==> config.mk <==
export PLATFORM = sky130hd
export DESIGN_NAME = bts_mac
export DESIGN_NICKNAME = d
export VERILOG_FILES = /design/src/bilinear_texture_sampler_defines.svh /design/src/bts_pkg.sv /design/src/bts_mac.sv
export SDC_FILE = /design/constraint.sdc
export NUM_CORES = 1
export LEC_CHECK = 0
export CAP_MARGIN = 20
export CORE_AREA = 4 4 182 184
export CTS_BUF_LIST = sky130_fd_sc_hd__clkbuf_8
export DETAILED_ROUTE_END_ITERATION = 7
export DIE_AREA = 0 0 186 188
export DONT_BUFFER_PORTS = 1
export PLACE_DENSITY_LB_ADDON = 0.2
export REMOVE_ABC_BUFFERS = 1
export SYNTH_ARGS = -nofsm -noshare
export SYNTH_HDL_FRONTEND = slang
export SYNTH_SLANG_ARGS = --single-unit
==> constraint.sdc <==
create_clock -name clk -period 10.5 [get_ports clk]
set_clock_uncertainty 0.2 [all_clocks]
set_input_delay 2.1 -clock clk [delete_from_list [all_inputs] [get_ports clk]]
set_output_delay 2.1 -clock clk [all_outputs]
set_load 0.1 [all_outputs]
==> src/bilinear_texture_sampler_defines.svh <==
// Assertion helpers shared by the texture sampler RTL.
// Each helper expects clk and arst_n in scope.
`ifndef BILINEAR_TEXTURE_SAMPLER_DEFINES_SVH
`define BILINEAR_TEXTURE_SAMPLER_DEFINES_SVH

// Consequent must hold in the same cycle as the antecedent.
`define BTS_ASSERT_NOW(label, ante, cons, msg) \
	label: assert property (@(posedge clk) disable iff (!arst_n) (ante) |-> (cons)) \
		else $error(msg);

// Consequent must hold in the cycle after the antecedent.
`define BTS_ASSERT_NEXT(label, ante, cons, msg) \
	label: assert property (@(posedge clk) disable iff (!arst_n) (ante) |=> (cons)) \
		else $error(msg);

`endif

==> src/bts_pkg.sv <==
`default_nettype none

package bts_pkg;

	// Payload widths
	localparam int TEXEL_INDEX_W = 16;
	localparam int CHAN_W        = 8;
	localparam int TEXEL_W       = 3 * CHAN_W;
	localparam int COORD_W       = 18;
	localparam int CFG_DATA_W    = 9;
	localparam int CFG_IDX_W     = 1;

	// Default sizing
	localparam int MAX_SIDE_DEF    = 256;
	localparam int TEXEL_DEPTH_DEF = 65536;

	// Register indexes and reset value
	localparam logic [CFG_IDX_W-1:0]  CFG_WIDTH_IDX  = 1'b0;
	localparam logic [CFG_IDX_W-1:0]  CFG_HEIGHT_IDX = 1'b1;
	localparam logic [CFG_DATA_W-1:0] CFG_RESET      = 9'd256;

	// Action codes
	localparam logic ACT_WRITE  = 1'b0;
	localparam logic ACT_SAMPLE = 1'b1;

	// Fixed point: 1.0 is 2^16
	localparam int                 FRAC_W     = 16;
	localparam int                 CLAMP_W    = FRAC_W + 1;
	localparam logic [CLAMP_W-1:0] ONE_FIX    = 17'h10000;
	localparam int                 SIDE_CMP_W = 11;
	localparam int                 DEPTH_CMP_W = 21;

	// Blend widths: row blend fits 24 bits, full blend 40 bits
	localparam int               ROW_W      = CHAN_W + FRAC_W;
	localparam int               ACC_W      = CHAN_W + 2 * FRAC_W;
	localparam logic [ACC_W-1:0] ROUND_HALF = 40'h0080000000;

	// Shared multiply-add unit: q = a * b + c
	localparam int MAC_A_W = 17;
	localparam int MAC_B_W = 27;
	localparam int MAC_C_W = 42;
	localparam int MAC_P_W = 44;

endpackage

`default_nettype wire

==> src/bts_mac.sv <==
`default_nettype none

module bts_mac (
	input  wire logic                               clk,
	input  wire logic        [bts_pkg::MAC_A_W-1:0] a,
	input  wire logic signed [bts_pkg::MAC_B_W-1:0] b,
	input  wire logic signed [bts_pkg::MAC_C_W-1:0] c,
	output logic signed      [bts_pkg::MAC_P_W-1:0] q
);
	import bts_pkg::*;

	logic signed [MAC_P_W-1:0] prod;
	logic signed [MAC_P_W-1:0] sum;

	// Multiply unsigned a by signed b, add c
	always_comb begin
		prod = $signed({1'b0, a}) * b;
		sum  = prod + MAC_P_W'(c);
	end

	// Register the result every cycle
	always_ff @(posedge clk) begin
		q <= sum;
	end

endmodule

`default_nettype wire

Word level (Yosys, flattened, before mapping)
Index checks and enable logic that the tools add are counted.
{"block": "word_totals", "register_bits": 44, "input_bits": 87, "output_inout_bits": 44}
{"block": "op_classes", "n_addsub": 1, "multipliers": 1}
{"operator": "$add A44 B42 Y44", "count": 1}
{"operator": "$mul A18 B27 Y44", "count": 1}

Logic depth before layout (Yosys ltp)
Gate-level depths: netlist (run 1).
{"block": "logic_depth", "depth_word": 2, "mapped_depth": 24, "mapped_depth_nobuf": 22}

Worst setup path after synthesis (run 1)
OpenSTA, ideal clock, no wires.
{"block": "synth_timing", "path_type": "input-to-reg", "from": "in b[26] in the netlist's numbering", "to": "reg q[43] in the netlist's numbering", "setup_ns": 0.079, "t_arrival_ns": 7.955, "path_slack_ns": 2.266, "cell_stages": 21, "n_path_buf": 2, "path_cell_list": "clkbuf_1 > nand2_1 > fa_1 > inv_1 > fa_1 > fa_1 > fa_1 > fa_1 > inv_1 > fa_1 > inv_1 > ha_1 > clkbuf_1 > nand3_1 > nor4_1 > and2_1 > a32o_1 > a21oi_1 > a311o_1 > a21o_1 > o211ai_1"}
{"block": "synth_between", "elab_chain_cells": 2}
{"item": "from (decl)", "line_no": "bts_mac.sv:6", "rtl": "input wire logic signed [bts_pkg::MAC_B_W-1:0] b,"}
{"item": "$mul A18 B27 Y44", "line_no": "bts_mac.sv:17", "rtl": "prod = $signed({1'b0, a}) * b;"}
{"item": "$add A44 B42 Y44", "line_no": "bts_mac.sv:18", "rtl": "sum = prod + MAC_P_W'(c);"}
{"item": "net sum[43]", "line_no": "bts_mac.sv:13", "rtl": "logic signed [MAC_P_W-1:0] sum;"}
{"item": "to (signal assigned)", "line_no": "bts_mac.sv:23", "rtl": "q <= sum;"}
{"item": "to (decl)", "line_no": "bts_mac.sv:8", "rtl": "output logic signed [bts_pkg::MAC_P_W-1:0] q"}
The timed path passes the listed nets, and every way through them passes these cells.

Worst setup path in the final report (run 1)
{"block": "layout_timing", "from": "in a[0] in the netlist's numbering", "to": "reg q[41] in the netlist's numbering"}
{"block": "layout_between", "elab_chain_cells": 2}
{"item": "from (decl)", "line_no": "bts_mac.sv:5", "rtl": "input wire logic [bts_pkg::MAC_A_W-1:0] a,"}
{"item": "$mul A18 B27 Y44", "line_no": "bts_mac.sv:17"}
{"item": "$add A44 B42 Y44", "line_no": "bts_mac.sv:18"}
{"item": "net sum[41]", "line_no": "bts_mac.sv:13"}
The timed path passes the listed nets, and every way through them passes these cells.

==> results of run 1 <==
-- Yosys cell counts, types with 17 or more instances --
cell      number
xnor2_1       28
and2_1       310
clkbuf_1      71
xor2_1        17
inv_1        624
nand2_1      178
o21ai_0       19
ha_1         114
fa_1         480
dfxtp_1       44
a21o_1        33
a21oi_1       37
-- cell families (layout without fill, tap and decap cells) --
logic type | count (synthesis) | after routing
simple gates | 544 | 544
flops | 44 | 44
compound gates | 129 | 129
xor+xnor | 45 | 45
fa+ha+maj | 594 | 594
buf+inv | 697 | 632
-- path summary, 6_finish.rpt --
check | end | cells after the start | slack, ps
setup / recovery | q[41]$_DFF_P_ | 19 | 2420
hold / removal | q[0]$_DFF_P_ | 1 | 1670
-- final cells by class --
| cell class | instances | area [um2] |
|---|---|---|
| clock buffers | 6 | 82.58 |
| clock inverters | 2 | 15.01 |
| fillers | 2732 | 12350 |
| inverters | 624 | 2342 |
| multi-input cells | 1312 | 15210 |
| flip-flops and latches | 44 | 880.8 |
| well taps | 402 | 503.0 |
-- per-stage QoR --
step           area [um2]  instances  setup slack (ps)
2_1_floorplan       18440       1980              2694
3_3_place_gp        18940       2382              2252
3_5_place_dp        18940       2382              2094
4_1_cts             19040       2390              2450
5_1_grt             19040       2390              2154
6_report            19040       2390              2416
-- per-layer routing --
layer	share of wire (%)	GRT usage (%)	vias to the layer above
met4	2.2	6.362	0
met2	51	47.35	387
met5	0	0	-
met1	40	36.68	6693
li1	-	-	5674
met3	6.6	4.229	73
==> flow_summary_export.csv, run 1 <==
group,metric,value,unit
worst_setup_path,cp-start-kind,"primary input",
hold_path,hold_start,"c[0]",
global_routing,antenna_found_initial,0,
worst_setup_path,worst_path_max_delay_cell,"fa_1",
synthesis,synth_compound_gate_area_share,4.613,%
final_layout,fin_util,60.65,%
final_layout,diodes,0,
route,vias,12830,
final_layout,layout_common_cells,"inv_1 (624), fa_1 (480), and2_1 (310)",
final_layout,regMostFlops,"q",
die,core,31390,um2
global_routing,grt_util_all_layers,27.43,%
synthesis,ys_seq_area_share,4.707,%
flow_run,max_cap_viol_count,0,
global_routing,grt_pass1_wl,75180,um
sta,setup_viol,0,
worst_setup_path,crit_chain,"nand2_1 > fa_1 > inv_1 > fa_1 > fa_1 > fa_1 > fa_1 > inv_1 > fa_1 > inv_1 > ha_1 > nand3_1 > nor4_1 > and2_1 > a32o_1 > a21oi_1 > a311oi_1 > o21ai_0 > a21oi_1",
placed_design,io_buffers,0,
clock_network,htreeDepth,2,
worst_setup_path,worst-path-max-fanout,27,
die,rows,65,
synthesis,synth_edf_count,0,
synthesis,muxShareOfSynthArea,0,%
final_layout,drive_gt1_share,0.6539,%
worst_setup_path,path_class,"primary input to flip-flop",
clock_network,post_cts_buffers,0,
worst_setup_path,max_stage_delay,1000,ps
final_layout,reg_top3,"q: 44 flops",
synthesis,async_reset_ff_share,0,%
synthesis,synthSimpleGateAreaFrac,15.61,%
final_layout,largest_register_ffs,44,
route,routed_wl,44440,um
route,ant_nets,0,
synthesis,synth_top_family_by_area,"adder cells",
worst_setup_path,crit_buf_inv,3,
die,die_w,186,um
final_layout,final_common_cell,"inv_1",
final_layout,fin_nets,2668,
synthesis,synth_xor_area_share,2.106,%
placed_design,hpwl,36290,um
route,drt-pass1-iter-count,5,
die,fp.dieH,188,um
clock_network,ctsResizeCount,0,
worst_setup_path,cpMostUsedCell,"fa_1",
global_routing,grt_pass1_vias,14460,
sta,relSlewSlack,28.26,%
synthesis,synth_area_leaders,"fa_1 (51%), inv_1 (13%), and2_1 (10%)",
clock_network,cts_root_buf,"clkbuf_8",
sta,worst_hold_slack,1672,ps
synthesis,synth_area,18710,um2
sta,setup_tns,0,ps
synthesis,synth_flop_cell,"dfxtp_1",
worst_setup_path,endpoint_kind,"flip-flop",
die,fp.dieArea,34970,um2
hold_path,hold_path_class,"primary input to flip-flop",
worst_setup_path,crit_arrival,8170,ps
final_layout,area_growth,1.732,%
global_routing,grt_overflow,0,
sta,finalCriticalPeriod,8084,ps
synthesis,synth_adder_area_share,58.97,%
synthesis,synth_area_leader_cell,"fa_1",
route,wl_per_cell,18.59,um
global_routing,grt_start_max_net_pins,28,
route,routed_via_density,5.367,
sta,rsz0062_at_grt,"false",
placed_design,place.gp.congestion,0.9150,
synthesis,ys_types,47,
clock_network,cts_buffers,5,
synthesis,synth-seq-cells,44,
sta,hold_viol,0,
run_status,outcome,"complete, no violations",
clock_network,cts.reportedPaths.clkPinSlew,100,ps
clock_network,ctsHoldBuffers,0,
sta,finalCritPeriodShare,76.99,%
synthesis,yosysWarningCount,0,
worst_setup_path,critPathLaunch,"a[0]",
die,initial_core_util,59.61,%
clock_network,cts_buffer_depth,2,
sta,fmaxAchievable,123.7,MHz
clock_network,cts_tree,"yes",
synthesis,synth.top_cell.area_share,51.35,%
synthesis,syn_avg_cell_area,9.116,um2
die,ioPinCount,131,
route,drt_iter0_drc,649,
clock_network,cts_num_sinks,44,
sta,worst_pin_slew,1075,ps
worst_setup_path,required,10590,ps
worst_setup_path,crit_family,"adder cells",
sta,drv_slew,0,
synthesis,synthCells,2053,
route,drc_errors,0,
Power of run 1 is left out: the tool's default activity adds up to more than one toggle a clock period on the data nets, which glitch-free logic cannot reach.
==> run 2: changes to the inputs <==
Clock period 10.5 ns to 8.42 ns, I/O delays scaled along.
==> run 2 against run 1 <==
- utilization barely moved
- largest cell class unchanged
- non-clock buffer count is 1 higher
- critical path depth rose by 1
- critical endpoint is now q[40]$_DFF_P_
- via count up 0.85%
==> flow_summary_export.csv, run 2 (synthesis gave the netlist of run 1 again) <==
group,metric,value,unit
run_status,outcome,"complete, no violations",
final_layout,nFillCells,2760,
sta,relSlewSlack,28.38,%
placed_design,io_buffers,0,
die,rows,65,
sta,finalCritPeriodShare,90.10,%
die,fp.dieH,188,um
global_routing,grt_pass1_wl,75090,um
route,drt_iter0_drc,720,
die,core,31390,um2
sta,worst_pin_slew,1073,ps
final_layout,final_common_cell,"inv_1",
sta,drv_slew,0,
global_routing,grt_start_max_net_pins,28,
global_routing,grt_pass1_vias,14610,
route,drt-pass1-iter-count,6,
hold_path,hold_path_class,"primary input to flip-flop",
sta,setup_viol,0,
worst_setup_path,worst-path-max-fanout,27,
global_routing,grt_overflow,0,
final_layout,multiInputGateArea,15210,um2
global_routing,grt_util_met2,47.23,%
hold_path,hold_start,"c[0]",
sta,rsz0062_at_grt,"false",
worst_setup_path,max_stage_delay,550,ps
final_layout,diodes,0,
clock_network,cts_buffer_depth,2,
clock_network,cts.reportedPaths.clkPinSlew,100,ps
clock_network,cts_tree,"yes",
sta,finalCriticalPeriod,7586,ps
placed_design,hpwl,37260,um
global_routing,grt_busiest_layer,"met2",
global_routing,grt_util_all_layers,27.31,%
die,fp.dieArea,34970,um2
final_layout,largest_register_ffs,44,
worst_setup_path,crit_chain,"and2_1 > fa_1 > fa_1 > inv_1 > fa_1 > inv_1 > fa_1 > fa_1 > inv_1 > fa_1 > inv_1 > ha_1 > a211oi_1 > o21ai_0 > a221oi_2 > a2111oi_0 > a31oi_1 > a21oi_1 > o21a_1 > o311ai_1",
route,drc_errors,0,
die,initial_core_util,59.61,%
worst_setup_path,path_class,"primary input to flip-flop",
hold_path,min_to,"q[0]$_DFF_P_",
final_layout,area_growth,1.772,%
die,die_w,186,um
worst_setup_path,crit_arrival,7620,ps
final_layout,layout_common_cells,"inv_1 (624), fa_1 (480), and2_1 (310)",
worst_setup_path,cpMostUsedCell,"fa_1",
final_layout,fin_nets,2669,
sta,hold_viol,0,
worst_setup_path,required,8460,ps
route,vias,12940,
final_layout,reg_top3,"q: 44 flops",
worst_setup_path,endpoint_kind,"flip-flop",
sta,fmaxAchievable,131.8,MHz
sta,setup_tns,0,ps
route,ant_nets,0,
flow_run,max_cap_viol_count,0,
worst_setup_path,cp-start-kind,"primary input",
worst_setup_path,crit_family,"adder cells",
route,routed_wl,45020,um
final_layout,drive_gt1_share,0.7039,%
die,ioPinCount,131,
worst_setup_path,worst_path_max_delay_cell,"fa_1",
clock_network,post_cts_buffers,0,
global_routing,antenna_found_initial,2,
clock_network,cts_buffers,5,
clock_network,cts_root_buf,"clkbuf_8",
final_layout,regMostFlops,"q",
clock_network,htreeDepth,2,
route,wl_per_cell,18.83,um
route,routed_via_density,5.410,
clock_network,ctsHoldBuffers,0,
placed_design,place.gp.congestion,0.9130,
clock_network,cts_num_sinks,44,
global_routing,grt_use_met1,35.86,%
worst_setup_path,crit_buf_inv,4,
final_layout,seqCellArea,880.8,um2
global_routing,grt_util_met3,3.686,%
clock_network,ctsResizeCount,0,
hold_path,whs_path_depth,1,
-- run 2: cell count changes in the layout (fill, tap and decap cells not counted), sizes merged --
cell,change
buf,+1
-- run 2: cell type report --
| type | count | area share, % |
|---|---|---|
| Multi-Input combinational cell | 1312 | 79.88 |
| Sequential cell | 44 | 4.625 |
| Clock inverter | 2 | 0.07883 |
| Inverter | 624 | 12.30 |
| Clock buffer | 6 | 0.4336 |
| Tap cell | 402 | 2.641 |
| Timing Repair Buffer | 1 | 0.03942 |
-- run 2: how the worst max path moves through the flow --
stage,start,end,slack (ps),cells past startpoint
3_5_place_dp,b[11],q[40]$_DFF_P_,480,20
4_1_cts,a[0],q[41]$_DFF_P_,900,19
3_3_place_gp,b[11],q[40]$_DFF_P_,690,20
5_1_grt,b[26],q[41]$_DFF_P_,520,19
6_report,a[0],q[40]$_DFF_P_,830,20
2_1_floorplan,b[26],q[40]$_DFF_P_,1030,19
-- run 2: metal layers --
metal | wire length, um | vias to the layer above
li1 | - | 5680
met1 | 18000 | 6730
met2 | 22840 | 427
met3 | 2692 | 99
met4 | 1486 | 0
met5 | 0 | -
-- run 2: metrics by stage --
| stage | util (%) | instance area (um2) | cells | setup WS, ps | hold WS (ps) |
|---|---|---|---|---|---|
| floorplan | - | 18440 | 1980 | 1030 | 1614 |
| global placement | 60.36 | 18950 | 2383 | 692.7 | 1615 |
| detailed placement | 60.36 | 18950 | 2383 | 477.5 | 1622 |
| CTS | 60.67 | 19050 | 2391 | 899.2 | 1268 |
| global route | 60.67 | 19050 | 2391 | 518.7 | 1275 |
| finish | 60.67 | 19050 | 2391 | 833.9 | 1276 |
Power of run 2 is left out for the same reason.
