File: config.mk
export PLATFORM = sky130hd
export DESIGN_NAME = bts_addr_wrap
export DESIGN_NICKNAME = d
export VERILOG_FILES = /design/src/bilinear_texture_sampler_defines.svh /design/src/bts_addr_wrap.sv
export SDC_FILE = /design/constraint.sdc
export NUM_CORES = 1
export LEC_CHECK = 0
export BUFFER_PORTS_ARGS = -buffer_cell sky130_fd_sc_hd__buf_2
export CAP_MARGIN = 30
export CORE_AREA = 2 2 39 41
export DETAILED_ROUTE_END_ITERATION = 8
export DIE_AREA = 0 0 41 43
export HOLD_SLACK_MARGIN = 0.06
export SETUP_SLACK_MARGIN = 0.4
export SLEW_MARGIN = 5
export SYNTH_ARGS = -nofsm -noshare
export SYNTH_HDL_FRONTEND = slang
export SYNTH_SLANG_ARGS = --single-unit
File: constraint.sdc
create_clock -name clk -period 0.9 [get_ports clk]
set_clock_uncertainty 0.05 [all_clocks]
set_input_delay 0.27 -clock clk [delete_from_list [all_inputs] [get_ports clk]]
set_output_delay 0.27 -clock clk [all_outputs]
set_load 0.05 [all_outputs]
File: src/bilinear_texture_sampler_defines.svh
// Assertion helpers shared by the texture sampler RTL.
// Each helper expects clk and arst_n in scope.
`ifndef BILINEAR_TEXTURE_SAMPLER_DEFINES_SVH
`define BILINEAR_TEXTURE_SAMPLER_DEFINES_SVH

// Consequent must hold in the same cycle as the antecedent.
`define BTS_ASSERT_NOW(label, ante, cons, msg) \
	label: assert property (@(posedge clk) disable iff (!arst_n) (ante) |-> (cons)) \
		else $error(msg);

// Consequent must hold in the cycle after the antecedent.
`define BTS_ASSERT_NEXT(label, ante, cons, msg) \
	label: assert property (@(posedge clk) disable iff (!arst_n) (ante) |=> (cons)) \
		else $error(msg);

`endif

File: src/bts_addr_wrap.sv
`default_nettype none

module bts_addr_wrap #(
	parameter int LIN_W       = 16,
	parameter int TEXEL_DEPTH = 65536
) (
	input  wire logic                           clk,
	input  wire logic                           arst_n,
	input  wire logic                           start,
	input  wire logic [LIN_W-1:0]               lin,
	output logic                                done,
	output logic      [$clog2(TEXEL_DEPTH)-1:0] addr
);

	localparam int AW = $clog2(TEXEL_DEPTH);
	localparam bit WRAP_FREE = ((1 << AW) == TEXEL_DEPTH) || ((1 << LIN_W) <= TEXEL_DEPTH);

	if (WRAP_FREE) begin : g_direct
		logic          done_q;
		logic [AW-1:0] addr_q;

		// Power-of-two depth or no overflow: truncate
		always_ff @(posedge clk or negedge arst_n) begin
			if (!arst_n) begin
				done_q <= 1'b0;
			end else begin
				done_q <= start;
			end
		end

		always_ff @(posedge clk) begin
			addr_q <= AW'(lin);
		end

		assign done = done_q;
		assign addr = addr_q;
	end else begin : g_iter
		localparam int STEPS = LIN_W - AW + 2;
		localparam int RW    = LIN_W + 1;
		localparam int STW   = $clog2(STEPS);

		logic [RW-1:0]  r_q;
		logic [RW-1:0]  sh;
		logic [RW-1:0]  r_nxt;
		logic [STW-1:0] step_q;
		logic           busy_q;
		logic           done_q;

		// One restoring step: subtract depth shifted by the step count
		always_comb begin
			sh    = RW'(TEXEL_DEPTH) << step_q;
			r_nxt = (r_q >= sh) ? (r_q - sh) : r_q;
		end

		// Step sequencing
		always_ff @(posedge clk or negedge arst_n) begin
			if (!arst_n) begin
				busy_q <= 1'b0;
				done_q <= 1'b0;
				step_q <= '0;
			end else if (start) begin
				busy_q <= 1'b1;
				done_q <= 1'b0;
				step_q <= STW'(STEPS - 1);
			end else if (busy_q) begin
				if (step_q == '0) begin
					busy_q <= 1'b0;
					done_q <= 1'b1;
				end else begin
					step_q <= step_q - 1'b1;
				end
			end else begin
				done_q <= 1'b0;
			end
		end

		// Remainder register
		always_ff @(posedge clk) begin
			if (start) begin
				r_q <= RW'(lin);
			end else if (busy_q) begin
				r_q <= r_nxt;
			end
		end

		assign done = done_q;
		assign addr = AW'(r_q);
	end

endmodule

`default_nettype wire
======== Word-level counts from Yosys, hierarchy flattened ========
Index checks and enable logic that the tools add are counted.
W data, S select, Z words.
word-level totals
  input port bits ......................... 19
  word-level logic and storage cells ...... 2
  flip-flop bits (word level) ............. 17
  output and inout port bits .............. 17

======== Depth between registers and ports, before layout ========
Gate-level depths: netlist of run 1.
  depth after elaboration ................. 0
  gate-level depth with buffers ........... 0

======== Worst setup path before layout of run 1 ========
No wires, ideal clock.
  kind .................................... register to output
  start ................................... reg g_direct.addr_q[0] (netlist: addr[0])
  end ..................................... out addr[0]
  data arrival time ....................... 0.587 ns
  setup slack ............................. -0.007 ns
  stages on the path, launching flop included .. 1
  buffers on the path ..................... 0
  data required time ...................... 0.580 ns
  cells stage by stage .................... dfxtp_1
RTL lines
  what                      RTL line             source
  start: declaration        bts_addr_wrap.sv:20  logic [AW-1:0] addr_q;
  start signal: assignment  bts_addr_wrap.sv:32  addr_q <= AW'(lin);
  end: declaration          bts_addr_wrap.sv:12  output logic [$clog2(TEXEL_DEPTH)-1:0] addr
No word-level cell between the ends.

======== Worst setup path after layout of run 1 ========
  start ................................... reg g_direct.done_q (netlist: done)
  end ..................................... out done
RTL lines
  what                      RTL line             source
  start: declaration        bts_addr_wrap.sv:19  logic done_q;
  start signal: assignment  bts_addr_wrap.sv:27  done_q <= start;
  end: declaration          bts_addr_wrap.sv:11  output logic done,
No word-level cell between the ends.

==> flow_summary.ini, run 1 <==
[synthesis]
synthesis.area_sq_um = 345
synth.distinct_cells = 2
syn_nets = 36
ys_seq_area_share_pct = 100
synth_top_area_share_pct = 92.8
synth_area_leader_cell = dfxtp_1
synth_area_leaders = dfxtp_1, dfrtp_1
avgSynthCellArea_sq_um = 20.3
ys_warn_count = 0
postSynthCellCount = 17
synth_seq_cells = 17

[critical_path]
critPathBufInv = 1
path_max_fanout = 1
startpoint_type = flip-flop
end_kind = primary output
crit_type = flip-flop to primary output
path_cells = buf_6
cp_slowest_cell = dfrtp_2
cp_top_family = flip-flops
arrival_ps = 830
required_ps = 580
max_stage_delay_ps = 400

[clocking]
cts_tree = done
cts_root_buf = clkbuf_4
cts_made_buffers = 3
clockBufferDepth = 2
htreeDepth = 1
clkTransAtPathRegs_ps = 90
clock_sinks = 17
cts_hold_buffers = 1

[power_and_ir_drop]
p_sw_w = 0.000393
power_switching_share_pct = 26.7
p_seq_share_pct = 54.2
clockPowerShare_pct = 25.4
pwr-share-comb_pct = 20.3
internal_power_w = 0.00108
power.leakage_nw = 0.366
power_density_nw_per_um2 = 1840
ir_worst_vdd_mv = 0.903
power.total_w = 0.00147

[timing]
max_freq_mhz = 869
worst_pin_slew_ps = 109
hold_slack_ps = 35.5
hold_viol = 0
setup_viol = 17
max_slew_margin_pct = 92.7
worst_slack_ps = -250
period_minus_slack_ps = 1150
slew_viol_final = 0
rsz0062_at_grt = true
finalCritPeriodShare_pct = 128

[final_layout]
multiInputGateArea_sq_um = 0
diodes = 0
area_growth_pct = 132
register_area_sq_um = 404
multi_input_gates = 0
nets = 77
fillers = 118
drive_above_1_share_pct = 96.5

[die]
ioPinCount = 36
coreArea_sq_um = 1380
start_util_pct = 25.0
fp.dieH_microns = 43
die_area_sq_um = 1760
die_width_microns = 41
rows = 14

[detailed_routing]
drt_wl_total_microns = 699
via_count = 271
first_iter_violations = 0
vias_per_cell = 3.71
drc_errors = 0
drt-pass1-iter-count = 1
final_antenna_net_count = 0
detail_route.wl_per_cell_microns = 9.58

[grt]
antenna_found_initial = 0
grt_pass1_vias = 291
grt_pass1_wl_microns = 1060
track_usage_pct = 9.55
grt_max_degree = 10
overflow = 0

[outcome]
run_status = finished, violations left
violations = negative setup slack

[placed_design]
pre_cts_slack_ps = 15.7
gp_congestion = 0.553
port_buffers = 35

[worst_hold_path]
hold_path_class = input port to flip-flop

[job]
cap_violations = 0
[path summary, 6_finish.rpt]
kind	slack [ps]	cells past startpoint	to	startpoint
hold / removal	40	1	addr[10]	lin[10]
setup / recovery	-250	1	done	done
max in group asynchronous	470	2	done	arst_n
min in group asynchronous	240	2	done	arst_n
[metrics by stage]
stage	cells	TNS [ps]	instance area, sq um	util [%]
global route	73	-3880	802	58.0
floorplan	17	0	404	-
global placement	68	0	599	43.3
detailed placement	68	0	599	43.3
CTS	73	-3520	798	57.7
finish	73	-3210	802	58.0
[layout by cell type, fill, tap and decap left out]
cell / n
buf_2: 18
buf_6: 1
buf_8: 16
clkbuf_1: 1
clkbuf_4: 3
dfrtp_2: 1
dfxtp_2: 1
dfxtp_4: 15
dlygate4sd3_1: 1
[cell families (layout without fill, tap and decap cells)]
group,count (synthesis),after routing,share of synthesized area [%]
buffers and inverters,0,40,0
flip-flops,17,17,100
[registers in the layout, indices dropped and copies added (netlist names)]
signal and count:
addr 16, done 1
[Yosys cell counts]
| cell | instances |
|---|---|
| dfrtp_1 | 1 |
| dfxtp_1 | 16 |
[power groups by stage]
stage          combinational [W]  sequential [W]  clock, W
6_report                0.000299        0.000799  0.000375
5_1_grt                 0.000310        0.000803  0.000447
4_1_cts                 0.000299        0.000800  0.000405
3_5_place_dp            0.000220        0.000800         0
3_3_place_gp            0.000219        0.000799         0
2_1_floorplan                  0        0.000950         0
[area by class of cell]
type	count	area share, %
Sequential cell	17	50.4
Timing Repair Buffer	36	43.8
Clock buffer	4	3.28
Tap cell	16	2.50
[repair_timing]
action | 4_1_cts | 5_1_grt
endpoints found under the hold margin | 18 | 17
gates resized for setup | 49 | 1
setup endpoints to repair | 17 | 17
setup buffers | 0 | 0
[metal layers]
metal  wire length [microns]  track usage, %  vias up
li1                        -               -      130
met1                     192            7.69      120
met2                     420            16.3       21
met3                      86            3.66        0
met4                       0            8.00        0
met5                       0               0        -
(Power assumes the default switching activity.)
==> run 2: changes to the inputs <==
--- a/config.mk
+++ b/config.mk
@@ -5,12 +5,13 @@
 export SDC_FILE = /design/constraint.sdc
 export NUM_CORES = 1
 export LEC_CHECK = 0
-export BUFFER_PORTS_ARGS = -buffer_cell sky130_fd_sc_hd__buf_2
+export BUFFER_PORTS_ARGS = -buffer_cell sky130_fd_sc_hd__buf_4
 export CAP_MARGIN = 30
 export CORE_AREA = 2 2 39 41
 export DETAILED_ROUTE_END_ITERATION = 8
 export DIE_AREA = 0 0 41 43
 export HOLD_SLACK_MARGIN = 0.06
+export PLACE_DENSITY_LB_ADDON = 0.2
 export SETUP_SLACK_MARGIN = 0.4
 export SLEW_MARGIN = 5
 export SYNTH_ARGS = -nofsm -noshare
==> flow_summary.ini, run 2 (synthesis gave the netlist of run 1 again) <==
[placed_design]
port_buffers = 35
placed_area_sq_um = 687
gp_congestion = 0.534

[detailed_routing]
wl_met2_microns = 382
wl_met3_microns = 85
drt-pass1-iter-count = 1
dr.max_layer_used = met4
detail_route.wl_per_cell_microns = 9.96
first_iter_violations = 0
drt_wl_total_microns = 727
drc_errors = 0
final_antenna_net_count = 0
via_count = 272
m1WireLength_microns = 250
vias_per_cell = 3.73

[critical_path]
end_kind = primary output
arrival_ps = 820
path_max_fanout = 1
crit_type = flip-flop to primary output
startpoint_type = flip-flop
max_stage_delay_ps = 400
path_cells = buf_6
cp_top_family = flip-flops
required_ps = 580
critPathBufInv = 1
cp_slowest_cell = dfrtp_2

[timing]
max_freq_mhz = 876
finalCritPeriodShare_pct = 127
worst_pin_slew_ps = 108
period_minus_slack_ps = 1140
setup_viol = 17
tns_ps = -3200
worst_slack_ps = -241
slew_viol_final = 0
rsz0062_at_grt = true
hold_viol = 0
max_slew_margin_pct = 92.9

[final_layout]
drive_above_1_share_pct = 96.5
largest_reg_flops = 16
multi_input_gates = 0
area_growth_pct = 145
nets = 77
multiInputGateArea_sq_um = 0
final_cell_mix = buf_4, buf_8, dfxtp_4
layout_commonest_cell = buf_4
final_cell_area_sq_um = 847
diodes = 0
fin_util_pct = 61.2
fillers = 108

[die]
die_width_microns = 41
fp.dieH_microns = 43
die_area_sq_um = 1760
start_util_pct = 25.0
coreArea_sq_um = 1380
rows = 14
ioPinCount = 36

[grt]
track_usage_pct = 9.76
grt_max_degree = 10
grt_pass1_wl_microns = 1060
overflow = 0
grt_pass1_vias = 266
antenna_found_initial = 0

[worst_hold_path]
worstHoldStart = lin[8]
hold_depth = 1
hold_path_class = input port to flip-flop
hold_path_end = addr[8]

[clocking]
clkTransAtPathRegs_ps = 90
cts_root_buf = clkbuf_4
cts_hold_buffers = 1
cts_tree = done
cts_made_buffers = 3
htreeDepth = 1
clockBufferDepth = 2
post-cts-setup-buffers = 0
clock_sinks = 17

[power_and_ir_drop]
power_switching_share_pct = 26.4
power_density_nw_per_um2 = 1770
pwr-share-comb_pct = 21.5
ir_worst_vdd_mv = 1.02
internal_power_w = 0.00110
p_seq_share_pct = 53.4
clockPowerShare_pct = 25.2
p_sw_w = 0.000395
power.leakage_nw = 0.381

[job]
cap_violations = 0

[outcome]
run_status = finished, violations left
violations = negative setup slack
==> run 2: cell counts in the layout (fill, tap and decap cells not counted) <==
No cell type changed its count.
==> run 2: layout make-up <==
cell class / count / area (sq um) / share of cell area [%]
Clock buffer: 4 / 26.3 / 3.10
Tap cell: 16 / 20.0 / 2.36
Timing Repair Buffer: 36 / 397 / 46.8
Sequential cell: 17 / 404 / 47.7
==> run 2: metal layers <==
| layer | up-vias | track usage, % |
|---|---|---|
| met5 | - | 0 |
| met4 | 0 | 8.00 |
| met3 | 2 | 3.14 |
| met2 | 20 | 14.7 |
| met1 | 119 | 10.4 |
| li1 | 131 | - |
==> run 2: worst max-delay path by stage <==
stage | from | endpoint | slack, ps | depth (start not counted)
after floorplan | done | done | 100 | 0
after global placement | done | done | 40 | 1
after detailed placement | done | done | 30 | 1
after CTS | done | done | -260 | 1
after global routing | done | done | -280 | 1
final | done | done | -240 | 1
==> run 2: per-stage QoR <==
stage | total power (W) | setup WS [ps] | hold slack (ps) | std cells
finish | 0.00150 | -241 | 38.1 | 73
floorplan | 0.000950 | 95.3 | -75.6 | 17
CTS | 0.00152 | -258 | 29.8 | 73
global placement | 0.00106 | 36.3 | -4.04 | 68
global route | 0.00157 | -277 | 16.2 | 73
detailed placement | 0.00107 | 33.9 | -3.60 | 68
==> run 2: power groups by stage <==
| stage | logic, W | registers, W | clock network [W] |
|---|---|---|---|
| floorplan | 0 | 0.000950 | 0 |
| global placement | 0.000262 | 0.000801 | 0 |
| detailed placement | 0.000266 | 0.000802 | 0 |
| CTS | 0.000321 | 0.000799 | 0.000397 |
| global route | 0.000333 | 0.000803 | 0.000435 |
| finish | 0.000321 | 0.000799 | 0.000377 |
==> run 2: what timing repair did <==
item	in CTS	in global routing
resized for setup	32	1
pin swaps	0	0
gates cloned	0	0
endpoints found under the setup margin	17	17
hold endpoints to repair	18	17
==> run 3: changes to the inputs <==
--- a/config.mk
+++ b/config.mk
@@ -11,7 +11,6 @@
 export DETAILED_ROUTE_END_ITERATION = 8
 export DIE_AREA = 0 0 41 43
 export HOLD_SLACK_MARGIN = 0.06
-export PLACE_DENSITY_LB_ADDON = 0.2
 export SETUP_SLACK_MARGIN = 0.4
 export SLEW_MARGIN = 5
 export SYNTH_ARGS = -nofsm -noshare
==> constraint.sdc (replaced) <==
create_clock -name clk -period 0.9 [get_ports clk]
set_clock_uncertainty 0.05 [all_clocks]
set_input_delay 0.045 -clock clk [delete_from_list [all_inputs] [get_ports clk]]
set_output_delay 0.045 -clock clk [all_outputs]
set_load 0.05 [all_outputs]
==> flow_summary.ini, run 3 (synthesis gave the netlist of run 1 again) <==
[grt]
grt_pass1_wl_microns = 1090
grt_pass1_vias = 285
grt_max_degree = 10
track_usage_pct = 9.77
overflow = 0
antenna_found_initial = 0

[detailed_routing]
drt-pass1-iter-count = 2
detail_route.wl_per_cell_microns = 9.51
vias_per_cell = 3.77
via_count = 275
final_antenna_net_count = 0
drc_errors = 0
first_iter_violations = 1
drt_wl_total_microns = 694

[placed_design]
gp_congestion = 0.565
placed_area_sq_um = 687
port_buffers = 35
pre_cts_slack_ps = 261

[die]
coreArea_sq_um = 1380
fp.dieH_microns = 43
start_util_pct = 25.0
ioPinCount = 36
die_width_microns = 41
die_area_sq_um = 1760
rows = 14

[timing]
slew_viol_final = 0
max_slew_margin_pct = 92.8
worst_slack_ps = -23.3
setup_viol = 1
rsz0062_at_grt = true
max_freq_mhz = 1080
period_minus_slack_ps = 923
worst_pin_slew_ps = 109
finalCritPeriodShare_pct = 103
hold_viol = 17
hold_slack_ps = -186

[clocking]
cts_made_buffers = 3
clkTransAtPathRegs_ps = 90
htreeDepth = 1
clock_sinks = 17
cts_tree = done
cts_hold_buffers = 1
cts_root_buf = clkbuf_4
post-cts-setup-buffers = 0
clockBufferDepth = 2

[power_and_ir_drop]
internal_power_w = 0.00110
pwr-share-comb_pct = 21.5
power.leakage_nw = 0.381
power_switching_share_pct = 26.4
p_seq_share_pct = 53.4
power_density_nw_per_um2 = 1770
ir_worst_vdd_mv = 0.878
power.total_w = 0.00150
p_sw_w = 0.000394
clockPowerShare_pct = 25.2

[final_layout]
final_cell_mix = buf_4, buf_8, dfxtp_4
nets = 77
multi_input_gates = 0
fillers = 124
area_growth_pct = 145
diodes = 0
largest_reg_flops = 16
drive_above_1_share_pct = 96.5
layout_commonest_cell = buf_4
multiInputGateArea_sq_um = 0
final_cell_area_sq_um = 847

[worst_hold_path]
hold_path_class = input port to flip-flop

[critical_path]
critPathBufInv = 1
max_stage_delay_ps = 400
cp_slowest_cell = dfrtp_2
startpoint_type = flip-flop
path_max_fanout = 1
end_kind = primary output
path_cells = buf_6
cp_top_family = flip-flops
required_ps = 810
arrival_ps = 830
crit_type = flip-flop to primary output

[outcome]
violations = negative hold slack, negative setup slack
run_status = finished, violations left

[job]
cap_violations = 0
run 3: cell counts in the layout (fill, tap and decap cells not counted):
Identical to the previous run, type by type.
run 3: path summary, 6_finish.rpt:
check,start,to,slack [ps],cells after the start
min,lin[8],addr[8],-190,1
max in group asynchronous,arst_n,done,670,2
max,done,done,-20,1
min in group asynchronous,arst_n,done,40,2
run 3: layer usage:
metal  global-route usage, %  share of wire [%]  vias to the layer above
li1                        -                  -                      132
met1                    7.72                 24                      122
met2                    17.2                 61                       21
met3                    4.71                 15                        0
met4                    6.00                  0                        0
met5                       0                  0                        -
run 3: through the flow:
stage,utilization [%],setup TNS [ps],cells,hold WS (ps)
2_1_floorplan,-,0,17,-301
3_3_place_gp,49.6,0,68,-230
3_5_place_dp,49.6,0,68,-228
4_1_cts,61.2,-37.3,73,-198
5_1_grt,61.2,-52.1,73,-204
6_report,61.2,-23.3,73,-186
run 3: cell type report:
| type | count | area (sq um) | area share (%) |
|---|---|---|---|
| Clock buffer | 4 | 26.3 | 3.10 |
| Timing Repair Buffer | 36 | 397 | 46.8 |
| Tap cell | 16 | 20.0 | 2.36 |
| Sequential cell | 17 | 404 | 47.7 |
run 3: timing repair:
| item | CTS | global route |
|---|---|---|
| hold endpoints to repair | 18 | 18 |
| pin swaps | 0 | 0 |
| cloned | 0 | 0 |
| setup endpoints to repair | 17 | 17 |
| resized for setup | 33 | 0 |
run 3: power groups by stage:
stage / Clock [W] / Combinational, W / Sequential (W)
final: 0.000376 / 0.000321 / 0.000799
after global routing: 0.000430 / 0.000333 / 0.000804
after CTS: 0.000402 / 0.000322 / 0.000799
after detailed placement: 0 / 0.000265 / 0.000801
after global placement: 0 / 0.000263 / 0.000801
after floorplan: 0 / 0 / 0.000950
